===== src/kfc_pkg.sv =====
// Shared types and constants for the keypad calculator core.
// No dependencies; kfc_decode and the core in src import this package.
package kfc_pkg;

  // Port field widths, fixed by the interface
  localparam int BTN_W     = 12;
  localparam int FIELD_W   = 16;
  localparam int OP_W      = 4;
  localparam int RES_W     = 23;

  // Button layout
  localparam int DIGIT_KEYS = 10;  // bits 0..9
  localparam int SCI_KEYS   = 9;   // bits 0..8 become operators in scientific mode
  localparam int BTN_EQ     = 10;
  localparam int MODE_KEY   = 11;

  localparam int DEC_BASE   = 10;
  localparam int SCALE      = 100;  // result reported in hundredths

  // Operator codes
  localparam logic [OP_W-1:0] OP_NONE   = 4'd0;
  localparam logic [OP_W-1:0] OP_ADD    = 4'd1;
  localparam logic [OP_W-1:0] OP_SUB    = 4'd2;
  localparam logic [OP_W-1:0] OP_MUL    = 4'd3;
  localparam logic [OP_W-1:0] OP_DIV    = 4'd4;
  localparam logic [OP_W-1:0] OP_EQUALS = 4'd10;

  typedef enum logic [2:0] {
    KIND_NONE,
    KIND_DIGIT,
    KIND_OP,
    KIND_MODE,
    KIND_EQ
  } key_kind_t;

  typedef struct packed {
    key_kind_t       kind;
    logic [OP_W-1:0] val;   // digit value or operator code
  } key_t;

endpackage


===== src/kfc_decode.sv =====
// Priority decode of the press mask into a key class and value.
// Depends on kfc_pkg.
module kfc_decode
  import kfc_pkg::*;
(
  input  logic [BTN_W-1:0] buttons,
  input  logic             sci,
  output key_t             key
);

  // Later assignments override earlier ones: equals lowest, then mode,
  // then digit keys with the lowest bit winning.
  always_comb begin
    key.kind = KIND_NONE;
    key.val  = OP_NONE;
    if (buttons[BTN_EQ]) begin
      key.kind = KIND_EQ;
      key.val  = OP_EQUALS;
    end
    if (buttons[MODE_KEY]) begin
      key.kind = KIND_MODE;
      key.val  = OP_NONE;
    end
    for (int k = DIGIT_KEYS - 1; k >= 0; k--) begin
      if (buttons[k]) begin
        if (sci && (k < SCI_KEYS)) begin
          key.kind = KIND_OP;
          key.val  = OP_W'(k + 1);
        end else begin
          key.kind = KIND_DIGIT;
          key.val  = OP_W'(k);
        end
      end
    end
  end

endmodule


===== src/kfc_mul.sv =====
// Shift-add multiply-accumulate, one multiplier bit per cycle: p = a*b + c mod 2^W.
// Depends on nothing beyond its parameters.
module kfc_mul #(
  parameter int W  = 24,
  parameter int MB = 16
) (
  input  logic          clk,
  input  logic          rst_n,
  input  logic          start,
  input  logic [W-1:0]  a,
  input  logic [MB-1:0] b,
  input  logic [W-1:0]  c,
  output logic          done,
  output logic [W-1:0]  p
);

  localparam int CW = $clog2(MB + 1);

  logic [W-1:0]  a_r, a_nxt;
  logic [MB-1:0] b_r, b_nxt;
  logic [W-1:0]  acc_r, acc_nxt;
  logic [CW-1:0] cnt_r, cnt_nxt;
  logic          busy_r, busy_nxt;
  logic          done_r, done_nxt;

  always_comb begin
    a_nxt    = a_r;
    b_nxt    = b_r;
    acc_nxt  = acc_r;
    cnt_nxt  = cnt_r;
    busy_nxt = busy_r;
    done_nxt = 1'b0;
    if (start) begin
      a_nxt    = a;
      b_nxt    = b;
      acc_nxt  = c;
      cnt_nxt  = CW'(MB);
      busy_nxt = 1'b1;
    end else if (busy_r) begin
      acc_nxt = acc_r + (b_r[0] ? a_r : '0);
      a_nxt   = {a_r[W-2:0], 1'b0};
      b_nxt   = {1'b0, b_r[MB-1:1]};
      cnt_nxt = cnt_r - 1'b1;
      if (cnt_r == CW'(1)) begin
        busy_nxt = 1'b0;
        done_nxt = 1'b1;
      end
    end
  end

  always_ff @(posedge clk) begin
    if (!rst_n) begin
      cnt_r  <= '0;
      busy_r <= 1'b0;
      done_r <= 1'b0;
    end else begin
      cnt_r  <= cnt_nxt;
      busy_r <= busy_nxt;
      done_r <= done_nxt;
    end
  end

  always_ff @(posedge clk) begin
    a_r   <= a_nxt;
    b_r   <= b_nxt;
    acc_r <= acc_nxt;
  end

  assign done = done_r;
  assign p    = acc_r;

endmodule


===== src/kfc_div.sv =====
// Restoring unsigned divider, one quotient bit per cycle, MSB first.
// Depends on nothing beyond its parameter.
module kfc_div #(
  parameter int W = 24
) (
  input  logic         clk,
  input  logic         rst_n,
  input  logic         start,
  input  logic [W-1:0] dividend,
  input  logic [W-1:0] divisor,
  output logic         done,
  output logic [W-1:0] quotient
);

  localparam int CW = $clog2(W + 1);

  logic [W-1:0]  rem_r, rem_nxt;
  logic [W-1:0]  q_r, q_nxt;
  logic [W-1:0]  dsr_r, dsr_nxt;
  logic [CW-1:0] cnt_r, cnt_nxt;
  logic          busy_r, busy_nxt;
  logic          done_r, done_nxt;
  logic [W:0]    trial;
  logic [W:0]    diff;

  assign trial = {rem_r, q_r[W-1]};
  assign diff  = trial - {1'b0, dsr_r};

  always_comb begin
    rem_nxt  = rem_r;
    q_nxt    = q_r;
    dsr_nxt  = dsr_r;
    cnt_nxt  = cnt_r;
    busy_nxt = busy_r;
    done_nxt = 1'b0;
    if (start) begin
      rem_nxt  = '0;
      q_nxt    = dividend;
      dsr_nxt  = divisor;
      cnt_nxt  = CW'(W);
      busy_nxt = 1'b1;
    end else if (busy_r) begin
      // remainder stays below the divisor, so W bits hold it
      if (!diff[W]) begin
        rem_nxt = diff[W-1:0];
        q_nxt   = {q_r[W-2:0], 1'b1};
      end else begin
        rem_nxt = trial[W-1:0];
        q_nxt   = {q_r[W-2:0], 1'b0};
      end
      cnt_nxt = cnt_r - 1'b1;
      if (cnt_r == CW'(1)) begin
        busy_nxt = 1'b0;
        done_nxt = 1'b1;
      end
    end
  end

  always_ff @(posedge clk) begin
    if (!rst_n) begin
      cnt_r  <= '0;
      busy_r <= 1'b0;
      done_r <= 1'b0;
    end else begin
      cnt_r  <= cnt_nxt;
      busy_r <= busy_nxt;
      done_r <= done_nxt;
    end
  end

  always_ff @(posedge clk) begin
    rem_r <= rem_nxt;
    q_r   <= q_nxt;
    dsr_r <= dsr_nxt;
  end

  assign done     = done_r;
  assign quotient = q_r;

endmodule


===== src/keypad_four_function_calculator_core.sv =====
// Keypad calculator core: one press word in, one status/result word out.
// Keys with no arithmetic go straight to ST_DONE; a digit or equals on add/sub runs one
// multiply, equals on multiply runs two multiplies, equals on divide a multiply then a divide.
// One word in flight; the next word is taken once the result is loaded into the output
// register (in_stall is high from acceptance until the result is loaded).
// Synchronous active-low reset: phase 0, both operands 0, no operator, basic mode.
module keypad_four_function_calculator_core
  import kfc_pkg::*;
#(
  parameter int OPERAND_BITS = 16
) (
  input  logic                      clk,
  input  logic                      rst_n,
  // press channel
  input  logic                      in_valid,
  output logic                      in_stall,
  input  logic [BTN_W-1:0]          in_buttons_pressed,
  // status/result channel
  output logic                      out_valid,
  input  logic                      out_stall,
  output logic                      out_phase,
  output logic signed [FIELD_W-1:0] out_first_operand,
  output logic signed [FIELD_W-1:0] out_second_operand,
  output logic [OP_W-1:0]           out_operator_code,
  output logic                      out_scientific_mode,
  output logic                      out_result_valid,
  output logic signed [RES_W-1:0]   out_result_hundredths
);

  localparam int N   = OPERAND_BITS;
  // Datapath width: holds 2*|a|*100 + |b| for the rounded divide, and the
  // 23-bit scaled result.
  localparam int WW  = (N + 8 > RES_W) ? N + 8 : RES_W;
  localparam int EXT = WW - N;

  typedef enum logic [3:0] {
    ST_IDLE = 4'b0001,
    ST_MUL  = 4'b0010,
    ST_DIV  = 4'b0100,
    ST_DONE = 4'b1000
  } state_t;

  // What the pending multiply is for
  typedef enum logic [1:0] {
    JOB_DIGIT,   // operand*10 + digit
    JOB_PROD,    // a*b, then scale
    JOB_SCALE,   // x*100 -> result
    JOB_NUM      // |a|*100, then divide
  } job_t;

  // Architectural state
  state_t            state_r, state_nxt;
  logic              phase_r, phase_nxt;
  logic [N-1:0]      first_r, first_nxt;
  logic [N-1:0]      second_r, second_nxt;
  logic [OP_W-1:0]   op_r, op_nxt;
  logic              sci_r, sci_nxt;

  // Per-word working registers
  job_t              job_r, job_nxt;
  logic              neg_r, neg_nxt;
  logic              rvalid_r, rvalid_nxt;
  logic [RES_W-1:0]  res_r, res_nxt;

  // Output register
  logic              out_valid_r, out_valid_nxt;
  logic              out_phase_r, out_phase_nxt;
  logic [FIELD_W-1:0] out_first_r, out_first_nxt;
  logic [FIELD_W-1:0] out_second_r, out_second_nxt;
  logic [OP_W-1:0]   out_op_r, out_op_nxt;
  logic              out_sci_r, out_sci_nxt;
  logic              out_rvalid_r, out_rvalid_nxt;
  logic [RES_W-1:0]  out_res_r, out_res_nxt;

  key_t              key;

  logic              mul_start;
  logic [WW-1:0]     mul_a, mul_c, mul_p;
  logic [N-1:0]      mul_b;
  logic              mul_done;

  logic              div_start;
  logic [WW-1:0]     div_dividend, div_divisor, div_q;
  logic              div_done;

  // Operand helpers
  logic [N-1:0]      op_sum, op_diff, a_abs, b_abs, prod_lo;
  logic [WW-1:0]     q_neg;
  logic [N+FIELD_W-1:0] first_wide, second_wide;
  logic              out_load;

  assign op_sum   = first_r + second_r;
  assign op_diff  = first_r - second_r;
  assign a_abs    = first_r[N-1] ? ('0 - first_r) : first_r;
  assign b_abs    = second_r[N-1] ? ('0 - second_r) : second_r;
  assign prod_lo  = mul_p[N-1:0];
  assign q_neg    = '0 - div_q;
  // Operands reported zero-extended or truncated to the 16-bit field
  assign first_wide  = {{FIELD_W{1'b0}}, first_r};
  assign second_wide = {{FIELD_W{1'b0}}, second_r};

  assign in_stall = (state_r != ST_IDLE);
  assign out_load = (state_r == ST_DONE) && (!out_valid_r || !out_stall);

  kfc_decode u_decode (
    .buttons (in_buttons_pressed),
    .sci     (sci_r),
    .key     (key)
  );

  kfc_mul #(
    .W  (WW),
    .MB (N)
  ) u_mul (
    .clk   (clk),
    .rst_n (rst_n),
    .start (mul_start),
    .a     (mul_a),
    .b     (mul_b),
    .c     (mul_c),
    .done  (mul_done),
    .p     (mul_p)
  );

  kfc_div #(
    .W (WW)
  ) u_div (
    .clk      (clk),
    .rst_n    (rst_n),
    .start    (div_start),
    .dividend (div_dividend),
    .divisor  (div_divisor),
    .done     (div_done),
    .quotient (div_q)
  );

  always_comb begin
    state_nxt      = state_r;
    phase_nxt      = phase_r;
    first_nxt      = first_r;
    second_nxt     = second_r;
    op_nxt         = op_r;
    sci_nxt        = sci_r;
    job_nxt        = job_r;
    neg_nxt        = neg_r;
    rvalid_nxt     = rvalid_r;
    res_nxt        = res_r;

    out_valid_nxt  = out_valid_r && out_stall;
    out_phase_nxt  = out_phase_r;
    out_first_nxt  = out_first_r;
    out_second_nxt = out_second_r;
    out_op_nxt     = out_op_r;
    out_sci_nxt    = out_sci_r;
    out_rvalid_nxt = out_rvalid_r;
    out_res_nxt    = out_res_r;

    mul_start      = 1'b0;
    mul_a          = '0;
    mul_b          = '0;
    mul_c          = '0;
    div_start      = 1'b0;
    div_dividend   = '0;
    div_divisor    = '0;

    unique case (state_r)
      ST_IDLE: begin
        if (in_valid) begin
          res_nxt    = '0;
          rvalid_nxt = 1'b0;
          state_nxt  = ST_DONE;
          unique case (key.kind)
            KIND_NONE: begin
            end
            KIND_MODE: begin
              sci_nxt = ~sci_r;
            end
            KIND_DIGIT: begin
              mul_start = 1'b1;
              mul_a     = {{EXT{1'b0}}, (phase_r ? second_r : first_r)};
              mul_b     = N'(DEC_BASE);
              mul_c     = {{(WW-OP_W){1'b0}}, key.val};
              job_nxt   = JOB_DIGIT;
              state_nxt = ST_MUL;
            end
            KIND_OP, KIND_EQ: begin
              if (!phase_r) begin
                // any operator key, equals included, latches and moves on
                op_nxt    = key.val;
                phase_nxt = 1'b1;
              end else if (key.kind == KIND_EQ) begin
                rvalid_nxt = 1'b1;
                if (op_r == OP_ADD || op_r == OP_SUB) begin
                  mul_start = 1'b1;
                  mul_a     = (op_r == OP_ADD) ? {{EXT{op_sum[N-1]}}, op_sum}
                                               : {{EXT{op_diff[N-1]}}, op_diff};
                  mul_b     = N'(SCALE);
                  job_nxt   = JOB_SCALE;
                  state_nxt = ST_MUL;
                end else if (op_r == OP_MUL) begin
                  mul_start = 1'b1;
                  mul_a     = {{EXT{1'b0}}, first_r};
                  mul_b     = second_r;
                  job_nxt   = JOB_PROD;
                  state_nxt = ST_MUL;
                end else if (op_r == OP_DIV && second_r != '0) begin
                  mul_start = 1'b1;
                  mul_a     = {{EXT{1'b0}}, a_abs};
                  mul_b     = N'(SCALE);
                  neg_nxt   = first_r[N-1] ^ second_r[N-1];
                  job_nxt   = JOB_NUM;
                  state_nxt = ST_MUL;
                end
                // divide by zero and scientific ops report zero
              end
            end
            default: begin
            end
          endcase
        end
      end

      ST_MUL: begin
        if (mul_done) begin
          unique case (job_r)
            JOB_DIGIT: begin
              if (phase_r) begin
                second_nxt = prod_lo;
              end else begin
                first_nxt = prod_lo;
              end
              state_nxt = ST_DONE;
            end
            JOB_PROD: begin
              // wrap the product to N bits, then scale
              mul_start = 1'b1;
              mul_a     = {{EXT{prod_lo[N-1]}}, prod_lo};
              mul_b     = N'(SCALE);
              job_nxt   = JOB_SCALE;
            end
            JOB_SCALE: begin
              res_nxt   = mul_p[RES_W-1:0];
              state_nxt = ST_DONE;
            end
            JOB_NUM: begin
              // round half away: (2n + d) / (2d) on magnitudes
              div_start    = 1'b1;
              div_dividend = {mul_p[WW-2:0], 1'b0} + {{EXT{1'b0}}, b_abs};
              div_divisor  = {{(EXT-1){1'b0}}, b_abs, 1'b0};
              state_nxt    = ST_DIV;
            end
            default: begin
              state_nxt = ST_DONE;
            end
          endcase
        end
      end

      ST_DIV: begin
        if (div_done) begin
          res_nxt   = neg_r ? q_neg[RES_W-1:0] : div_q[RES_W-1:0];
          state_nxt = ST_DONE;
        end
      end

      ST_DONE: begin
        if (out_load) begin
          // equals clears the operands and goes back to the first one
          out_valid_nxt  = 1'b1;
          out_phase_nxt  = rvalid_r ? 1'b0 : phase_r;
          out_first_nxt  = rvalid_r ? '0 : first_wide[FIELD_W-1:0];
          out_second_nxt = rvalid_r ? '0 : second_wide[FIELD_W-1:0];
          out_op_nxt     = op_r;
          out_sci_nxt    = sci_r;
          out_rvalid_nxt = rvalid_r;
          out_res_nxt    = res_r;
          if (rvalid_r) begin
            first_nxt  = '0;
            second_nxt = '0;
            phase_nxt  = 1'b0;
          end
          state_nxt = ST_IDLE;
        end
      end

      default: begin
        state_nxt = ST_IDLE;
      end
    endcase
  end

  always_ff @(posedge clk) begin
    if (!rst_n) begin
      state_r     <= ST_IDLE;
      phase_r     <= 1'b0;
      first_r     <= '0;
      second_r    <= '0;
      op_r        <= OP_NONE;
      sci_r       <= 1'b0;
      out_valid_r <= 1'b0;
    end else begin
      state_r     <= state_nxt;
      phase_r     <= phase_nxt;
      first_r     <= first_nxt;
      second_r    <= second_nxt;
      op_r        <= op_nxt;
      sci_r       <= sci_nxt;
      out_valid_r <= out_valid_nxt;
    end
  end

  always_ff @(posedge clk) begin
    job_r        <= job_nxt;
    neg_r        <= neg_nxt;
    rvalid_r     <= rvalid_nxt;
    res_r        <= res_nxt;
    out_phase_r  <= out_phase_nxt;
    out_first_r  <= out_first_nxt;
    out_second_r <= out_second_nxt;
    out_op_r     <= out_op_nxt;
    out_sci_r    <= out_sci_nxt;
    out_rvalid_r <= out_rvalid_nxt;
    out_res_r    <= out_res_nxt;
  end

  assign out_valid             = out_valid_r;
  assign out_phase             = out_phase_r;
  assign out_first_operand     = out_first_r;
  assign out_second_operand    = out_second_r;
  assign out_operator_code     = out_op_r;
  assign out_scientific_mode   = out_sci_r;
  assign out_result_valid      = out_rvalid_r;
  assign out_result_hundredths = out_res_r;

endmodule


===== config.mk =====
export PLATFORM = sky130hd
export DESIGN_NAME = keypad_four_function_calculator_core
export DESIGN_NICKNAME = d
export VERILOG_FILES = /design/src/kfc_pkg.sv /design/src/kfc_decode.sv /design/src/kfc_mul.sv /design/src/kfc_div.sv /design/src/keypad_four_function_calculator_core.sv
export SDC_FILE = /design/constraint.sdc
export NUM_CORES = 1
export LEC_CHECK = 0
export ABC_AREA = 1
export BUFFER_PORTS_ARGS = -buffer_cell sky130_fd_sc_hd__clkbuf_2
export CAP_MARGIN = 10
export CELL_PAD_IN_SITES_DETAIL_PLACEMENT = 1
export CELL_PAD_IN_SITES_GLOBAL_PLACEMENT = 1
export CORE_ASPECT_RATIO = 0.8
export CORE_MARGIN = 2
export CORE_UTILIZATION = 46
export DETAILED_ROUTE_END_ITERATION = 8
export GPL_TIMING_DRIVEN = 0
export HOLD_SLACK_MARGIN = 0.06
export PLACE_DENSITY_LB_ADDON = 0.05
export SETUP_SLACK_MARGIN = 0.5
export SYNTH_ARGS = -nofsm -noshare
export SYNTH_HDL_FRONTEND = slang
export SYNTH_SLANG_ARGS = --single-unit

===== constraint.sdc =====
create_clock -name clk -period 6.6 [get_ports clk]
set_input_delay 0.99 -clock clk [delete_from_list [all_inputs] [get_ports clk]]
set_output_delay 0.99 -clock clk [all_outputs]
set_load 0.005 [all_outputs]

Word level (Yosys, flattened, before mapping)
Index checks and enable logic that the tools add are counted.
{"block": "totals", "ff_bits": 282, "inputBits": 16, "wordCells": 254}
{"block": "op_classes", "n_addsub": 10, "eq_ne": 33, "muxes": 135, "bitwise": 8, "reduce_logical": 35}
{"op": "24-bit two-way mux", "count": 18}
{"op": "16-bit two-way mux", "count": 22}
{"op": "16-bit case mux with 2 select lines", "count": 4}
{"op": "23-bit two-way mux", "count": 5}
{"op": "7-bit two-way mux", "count": 15}
{"op": "24-bit case mux with 2 select lines", "count": 2}
{"op": "23-bit case mux with 3 select lines", "count": 1}
{"op": "6-bit two-way mux", "count": 9}
{"op": "4-bit two-way mux", "count": 12}
{"op": "1-bit by 16-bit subtractor with 16-bit output, first input constant", "count": 2}
{"op": "1-bit two-way mux", "count": 27}
{"op": "25-bit by 24-bit subtractor with 25-bit output", "count": 1}
{"op": "24-bit by 16-bit adder with 24-bit output", "count": 1}
{"op": "24-bit adder", "count": 1}
{"op": "1-bit by 23-bit subtractor with 23-bit output, first input constant", "count": 1}
{"op": "5-bit two-way mux", "count": 4}
{"op": "5-bit AND reduction", "count": 4}
{"op": "16-bit adder", "count": 1}
{"op": "2-bit two-way mux", "count": 8}
{"op": "4-bit case mux with 2 select lines", "count": 2}
{"op": "4-bit case mux with 4 select lines", "count": 1}
{"op": "8-bit AND reduction", "count": 2}
{"op": "16-bit nonzero test", "count": 1}
{"op": "16-bit subtractor", "count": 1}
{"op": "other kinds (33)", "count": 76}

Depth between registers and ports, before layout
{"block": "depth", "word_depth": 19, "depth_mapped": 23, "ltp_nobuf": 23}

Cells and area by module
Synthesis repeated with hierarchy kept, for this count alone.
{"block": "unflattened", "hier_cells": 2950, "hier_area_um2": 19992.9}
{"mod": "keypad_four_function_calculator_core", "instances": 1, "cells_per_inst": 1445, "area_per_inst_um2": 9686.8, "seq_area_each_um2": 3533.4}
{"mod": "kfc_div", "instances": 1, "cells_per_inst": 749, "area_per_inst_um2": 5154.9, "seq_area_each_um2": 2062.0}
{"mod": "kfc_mul", "instances": 1, "cells_per_inst": 701, "area_per_inst_um2": 4892.2, "seq_area_each_um2": 2062.0}
{"mod": "kfc_decode", "instances": 1, "cells_per_inst": 55, "area_per_inst_um2": 259.0, "seq_area_each_um2": 0.0}

Worst setup path before layout
Ideal clock, no wire load.
{"block": "synth_path", "path_kind": "register -> register", "from": "register state_r[0]", "to": "register res_r[0] (enable)", "setup_time_ns": 0.529, "t_arrival_ns": 4.735, "required_time_ns": 6.071, "slack_ns": 1.336, "path_stages_with_launch": 9, "path_cell_list": "dfxtp_1 > inv_1 > nand2_1 > inv_1 > nand3_1 > clkbuf_1 > inv_1 > nor3_1 > a2111oi_0"}
{"block": "synth_via", "elab_chain_cells": 3, "word_cells_on_any_way": 9, "classes_between": "eq/ne: 7; reduce/logical: 2"}
{"item": "start, declared", "line_no": "keypad_four_function_calculator_core.sv:52", "rtl": "state_t state_r, state_nxt;"}
{"item": "start signal, assigned", "line_no": "keypad_four_function_calculator_core.sv:302", "rtl": "state_r <= state_nxt;"}
{"item": "4-bit by 2-bit == test with 1-bit output, or another cell as far along", "line_no": "keypad_four_function_calculator_core.sv:166", "rtl": "unique case (state_r)"}
{"item": "2-bit by 1-bit inequality test with 1-bit output (no line), or another cell as far along"}
{"item": "5-bit AND reduction (no line) (*)"}
{"item": "end signal, assigned", "line_no": "keypad_four_function_calculator_core.sv:316", "rtl": "res_r <= res_nxt;"}
{"item": "end, declared", "line_no": "keypad_four_function_calculator_core.sv:63", "rtl": "logic [RES_W-1:0] res_r, res_nxt;"}
Mark *: on every way between the ends. The rest lies on a longest branch, timed or not.
A chain may end at the register's enable or synchronous reset.

Worst setup path after layout
{"block": "layout_path", "from": "register op_r[3]", "to": "register u_mul.a_r[22] (data pin)"}
{"block": "layout_via", "elab_chain_cells": 11, "word_cells_on_any_way": 22, "classes_between": "eq/ne: 4; mux: 16; reduce/logical: 2"}
{"item": "start, declared", "line_no": "keypad_four_function_calculator_core.sv:56", "rtl": "logic [OP_W-1:0] op_r, op_nxt;"}
{"item": "start signal, assigned", "line_no": "keypad_four_function_calculator_core.sv:306", "rtl": "op_r <= op_nxt;"}
{"item": "4-bit by 3-bit == test with 1-bit output", "line_no": "keypad_four_function_calculator_core.sv:206", "rtl": "end else if (op_r == OP_DIV && second_r != '0) begin"}
{"item": "1-bit logical AND", "line_no": "keypad_four_function_calculator_core.sv:206"}
{"item": "1-bit two-way mux", "line_no": "keypad_four_function_calculator_core.sv:206"}
{"item": "1-bit two-way mux", "line_no": "keypad_four_function_calculator_core.sv:200", "rtl": "end else if (op_r == OP_MUL) begin"}
{"item": "1-bit two-way mux", "line_no": "keypad_four_function_calculator_core.sv:193", "rtl": "if (op_r == OP_ADD || op_r == OP_SUB) begin"}
{"item": "1-bit two-way mux", "line_no": "keypad_four_function_calculator_core.sv:191", "rtl": "end else if (key.kind == KIND_EQ) begin"}
{"item": "1-bit two-way mux", "line_no": "keypad_four_function_calculator_core.sv:187", "rtl": "if (!phase_r) begin"}
{"item": "1-bit case mux with 2 select lines", "line_no": "keypad_four_function_calculator_core.sv:172", "rtl": "unique case (key.kind)"}
{"item": "1-bit two-way mux", "line_no": "keypad_four_function_calculator_core.sv:168", "rtl": "if (in_valid) begin"}
{"item": "1-bit case mux with 2 select lines", "line_no": "keypad_four_function_calculator_core.sv:166"}
{"item": "24-bit two-way mux (*)", "line_no": "kfc_mul.sv:33", "rtl": "if (start) begin"}
{"item": "net u_mul.a_nxt[22]", "line_no": "kfc_mul.sv:19", "rtl": "logic [W-1:0] a_r, a_nxt;"}
{"item": "end signal, assigned", "line_no": "kfc_mul.sv:64", "rtl": "a_r <= a_nxt;"}
{"item": "end, declared", "line_no": "kfc_mul.sv:19"}
The timed path passes the listed nets; every way through them passes the cells marked *.

==> results.txt <==
----------------------------------------------------
[Flow run]
  Total of max-cap violations ... 0

[Place]
  Placer congestion estimate ... 0.949
  Number of I/O port buffers ... 78
  HPWL reported at the end of detailed placement ... 52600 um
  Placement Cell Area ... 19100 um^2
  Cells after DPL ... 3101

[GRT]
  Initial antenna violation count ... 1
  Via count of the first global-routing pass ... 17800
  GRT overflow ... 0
  Pin count of the biggest net entering global routing ... 63
  GRT Resource Usage Total ... 32.3%
  Wire length of the first global-routing pass ... 102000 um

[Synthesis]
  Cell types occupying the most area after synthesis ... edfxtp_1 32%, nand2_1 16%, dfxtp_1 9.0%
  Mean post-synth cell area ... 7.15 um^2
  Post-Syn Instances ... 2524
  Count of state elements after synthesis ... 272
  Async set or reset register ratio after synthesis ... 0%
  Synth top area share ... 31.8%
  Synth warnings ... 0
  Leading area contributor after synthesis ... edfxtp_1
  Net count of the mapped netlist ... 2623
  Cell variety after synth ... 48
  Mapped Area ... 18000 um^2
  Leading register cell type out of synthesis ... edfxtp_1
  Number of synthesized flops with an enable pin ... 191
  Post-synthesis sequential area ratio ... 40.8%

[Routing]
  Via count ... 18000
  Average routed wire per standard cell ... 20.9 um
  Drt initial violations ... 1578
  Pre-antenna DRT Iters ... 7
  Post-Route WL ... 66100 um
  Via density per instance ... 5.69
  DRC violations left ... 0
  Antenna Nets Post-Route ... 0

[Status]
  Status ... complete, no violations

[Worst setup path]
  Startpoint types ... flop
  Data arrival at the endpoint of the critical path ... 5180 ps
  Required time at the worst-slack endpoint ... 7070 ps
  Endpoint class of the critical path ... flop
  Path type of the worst setup path ... flop to flop
  FF-to-FF setup slack ... 1890 ps
  R2R cell count ... 17
  Maximum fanout count along the critical path ... 10

[Final layout]
  Filler cell count in the final layout ... 5012
  Commonest non-fill, non-tap cells in the layout ... 773 x nand2_1, 296 x inv_1, 260 x nor2_1
  Area of all placed cells without fillers ... 20000 um^2
  Final cell count without fillers ... 3157
  Fraction of final layout cells with drive strength greater than 1 ... 7.03%
  Layout overhead on the synthesized area ... 11.1%
  Most common cell after layout, fill and taps aside ... nand2_1
  Final Net Count ... 2737

[Timing]
  Hold Vio Cnt, Final ... 0
  Total negative slack for setup checks ... 0 ps
  Setup repair after global routing missed its margin ... false
  Maximum clock frequency ... 213 MHz
  Post-route fraction of the period consumed by the critical path ... 71.3%
  Worst relative slew slack ... 30.9%
  Slew at the pin closest to its max-slew limit ... 1040 ps
  Final-report max-slew violation count ... 0
  Finish-stage setup viols ... 0
  Worst setup skew after layout ... 36.7 ps
  Hold WS ... 417 ps
  Minimum clock period ... 4710 ps

[Floorplanning]
  Core Region ... 38400 um^2
  Area of the die ... 40800 um^2
  Width of the die ... 225 um
  I/O pin total ... 80
  Cell row count ... 64
  Starting Density ... 46.9%
  Floorplan die height ... 181 um

[Power and ir drop]
  Maximum resistive drop on vdd ... 0.242 mV
  Reported leakage power ... 9.29 nW
  Internal power of the cells ... 0.00349 W
  Flop pwr share ... 42.4%
  Relative contribution of combinational cells to total power ... 27.0%
  PnR Total Power ... 0.00551 W
  Part of the power in the clock network ... 30.6%
  Switching power share of the total ... 36.6%
  Power density over the cells ... 275 nW/um^2
  Net switching power ... 0.00202 W

[Clock network]
  Number of buffers added to fix hold violations after cts ... 0
  Clock root cell ... clkbuf_16
  # Post-CTS Setup Buffers ... 0
  CTS max path bufs ... 3
  H-Tree Level Count ... 1
  Gates resized, CTS repair ... 0
  Total clock buffers created by CTS ... 30
  Count of clock tree sinks ... 272
  Register clock-pin slew on the reported worst setup and hold paths ... 70 ps
  CTS tree ... done
  Clock Latency Late Sink ... 610 ps

[Worst hold path]
  Hold Crit Class ... flop to flop
  Cell depth of the worst hold path ... 0

----------------------------------------------------
## power groups by stage
stage / Sequential, W / Clock (W) / Combinational (W)
final: 0.00234 / 0.00168 / 0.00149
after global routing: 0.00235 / 0.00175 / 0.00166
after CTS: 0.00233 / 0.00170 / 0.00146
after detailed placement: 0.00236 / 0 / 0.00145
after global placement: 0.00237 / 0 / 0.00139
after floorplan: 0.00224 / 0 / 0.00104
## synth_stat cells, drive strengths merged, types with 6 or more instances
library cell	number
a21oi	167
inv	306
buf	26
xnor2	18
nand3	203
o22ai	10
dfxtp	81
nor2	264
nand2	778
edfxtp	191
nand4	35
nor3	32
clkbuf	45
ha	79
xor2	34
o21ai	197
or2	10
o21bai	6
## cells by family after synthesis
kind of cell	share of synthesized area (%)
buffers and inverters	8.24
AND/OR/NAND/NOR	30.6
adder cells (fa/ha/maj)	5.92
flip-flops	40.8
XOR/XNOR	2.53
AO/OA/AOI/OAI	11.9
## final cells by class
| type | count | area (um^2) | share of cell area, % |
|---|---|---|---|
| clock inverter | 13 | 98.8 | 0.493 |
| antenna | 1 | 2.50 | 0.0125 |
| sequential | 272 | 7360 | 36.7 |
| timing repair buffer | 82 | 425 | 2.12 |
| clock buffer | 42 | 848 | 4.23 |
| inverter | 310 | 1160 | 5.81 |
| buffer | 71 | 323 | 1.61 |
| multi-input combinational | 1871 | 9210 | 45.9 |
| tap | 495 | 619 | 3.09 |
## path summary, 6_finish.rpt
check                                             end                 start
hold / removal    out_result_hundredths[21]$_DFFE_PP_   res_r[21]$_DFFE_PP_
setup / recovery              u_mul.a_r[22]$_DFFE_PP_  op_r[3]$_SDFFE_PN0P_
hold reg to reg   out_result_hundredths[21]$_DFFE_PP_   res_r[21]$_DFFE_PP_
setup reg to reg              u_mul.a_r[22]$_DFFE_PP_  op_r[3]$_SDFFE_PN0P_
## per-stage QoR
stage	setup slack [ps]	util, %
6_report	1890	52.1
4_1_cts	2060	52.1
3_3_place_gp	-613	49.6
3_5_place_dp	2120	49.7
5_1_grt	1600	52.1
2_1_floorplan	1340	-
## critical path: stages, from the launching register on
cell and delay, ps:
dfxtp_1 420, nor2_1 100, nand2_1 120, clkbuf_1 520, clkinv_1 500, o21ai_0 700, ha_1 370, nand2_1 150
inv_1 60, a21oi_1 260, nand2_1 160, nand2_1 130, nand2_1 60, nand2_1 60, nand2_1 80, nor3_1 480
nor2_1 250, nand2_1 140
## state kept, by name, indices dropped and copies added, names as in the netlist, 2 cells and up
| name | count |
|---|---|
| u_div.quotient | 24 |
| u_div.rem_r | 24 |
| out_result_hundredths | 23 |
| res_r | 23 |
| u_mul.a_r | 23 |
| u_mul.p | 23 |
| first_r | 16 |
| out_first_operand | 16 |
| out_second_operand | 16 |
| second_r | 16 |
| u_div.dsr_r | 16 |
| u_mul.b_r | 16 |
| u_div.cnt_r | 5 |
| u_mul.cnt_r | 5 |
| op_r | 4 |
| out_operator_code | 4 |
| state_r | 4 |
| job_r | 2 |
## routing by layer
metal,vias to the layer above,track usage [%],wire length (um)
met5,-,0,0
met4,0,8.93,2060
met3,109,5.56,5480
met2,603,50.1,28400
met1,8705,46.2,30100
li1,8536,-,-
(Power assumes the default switching activity.)
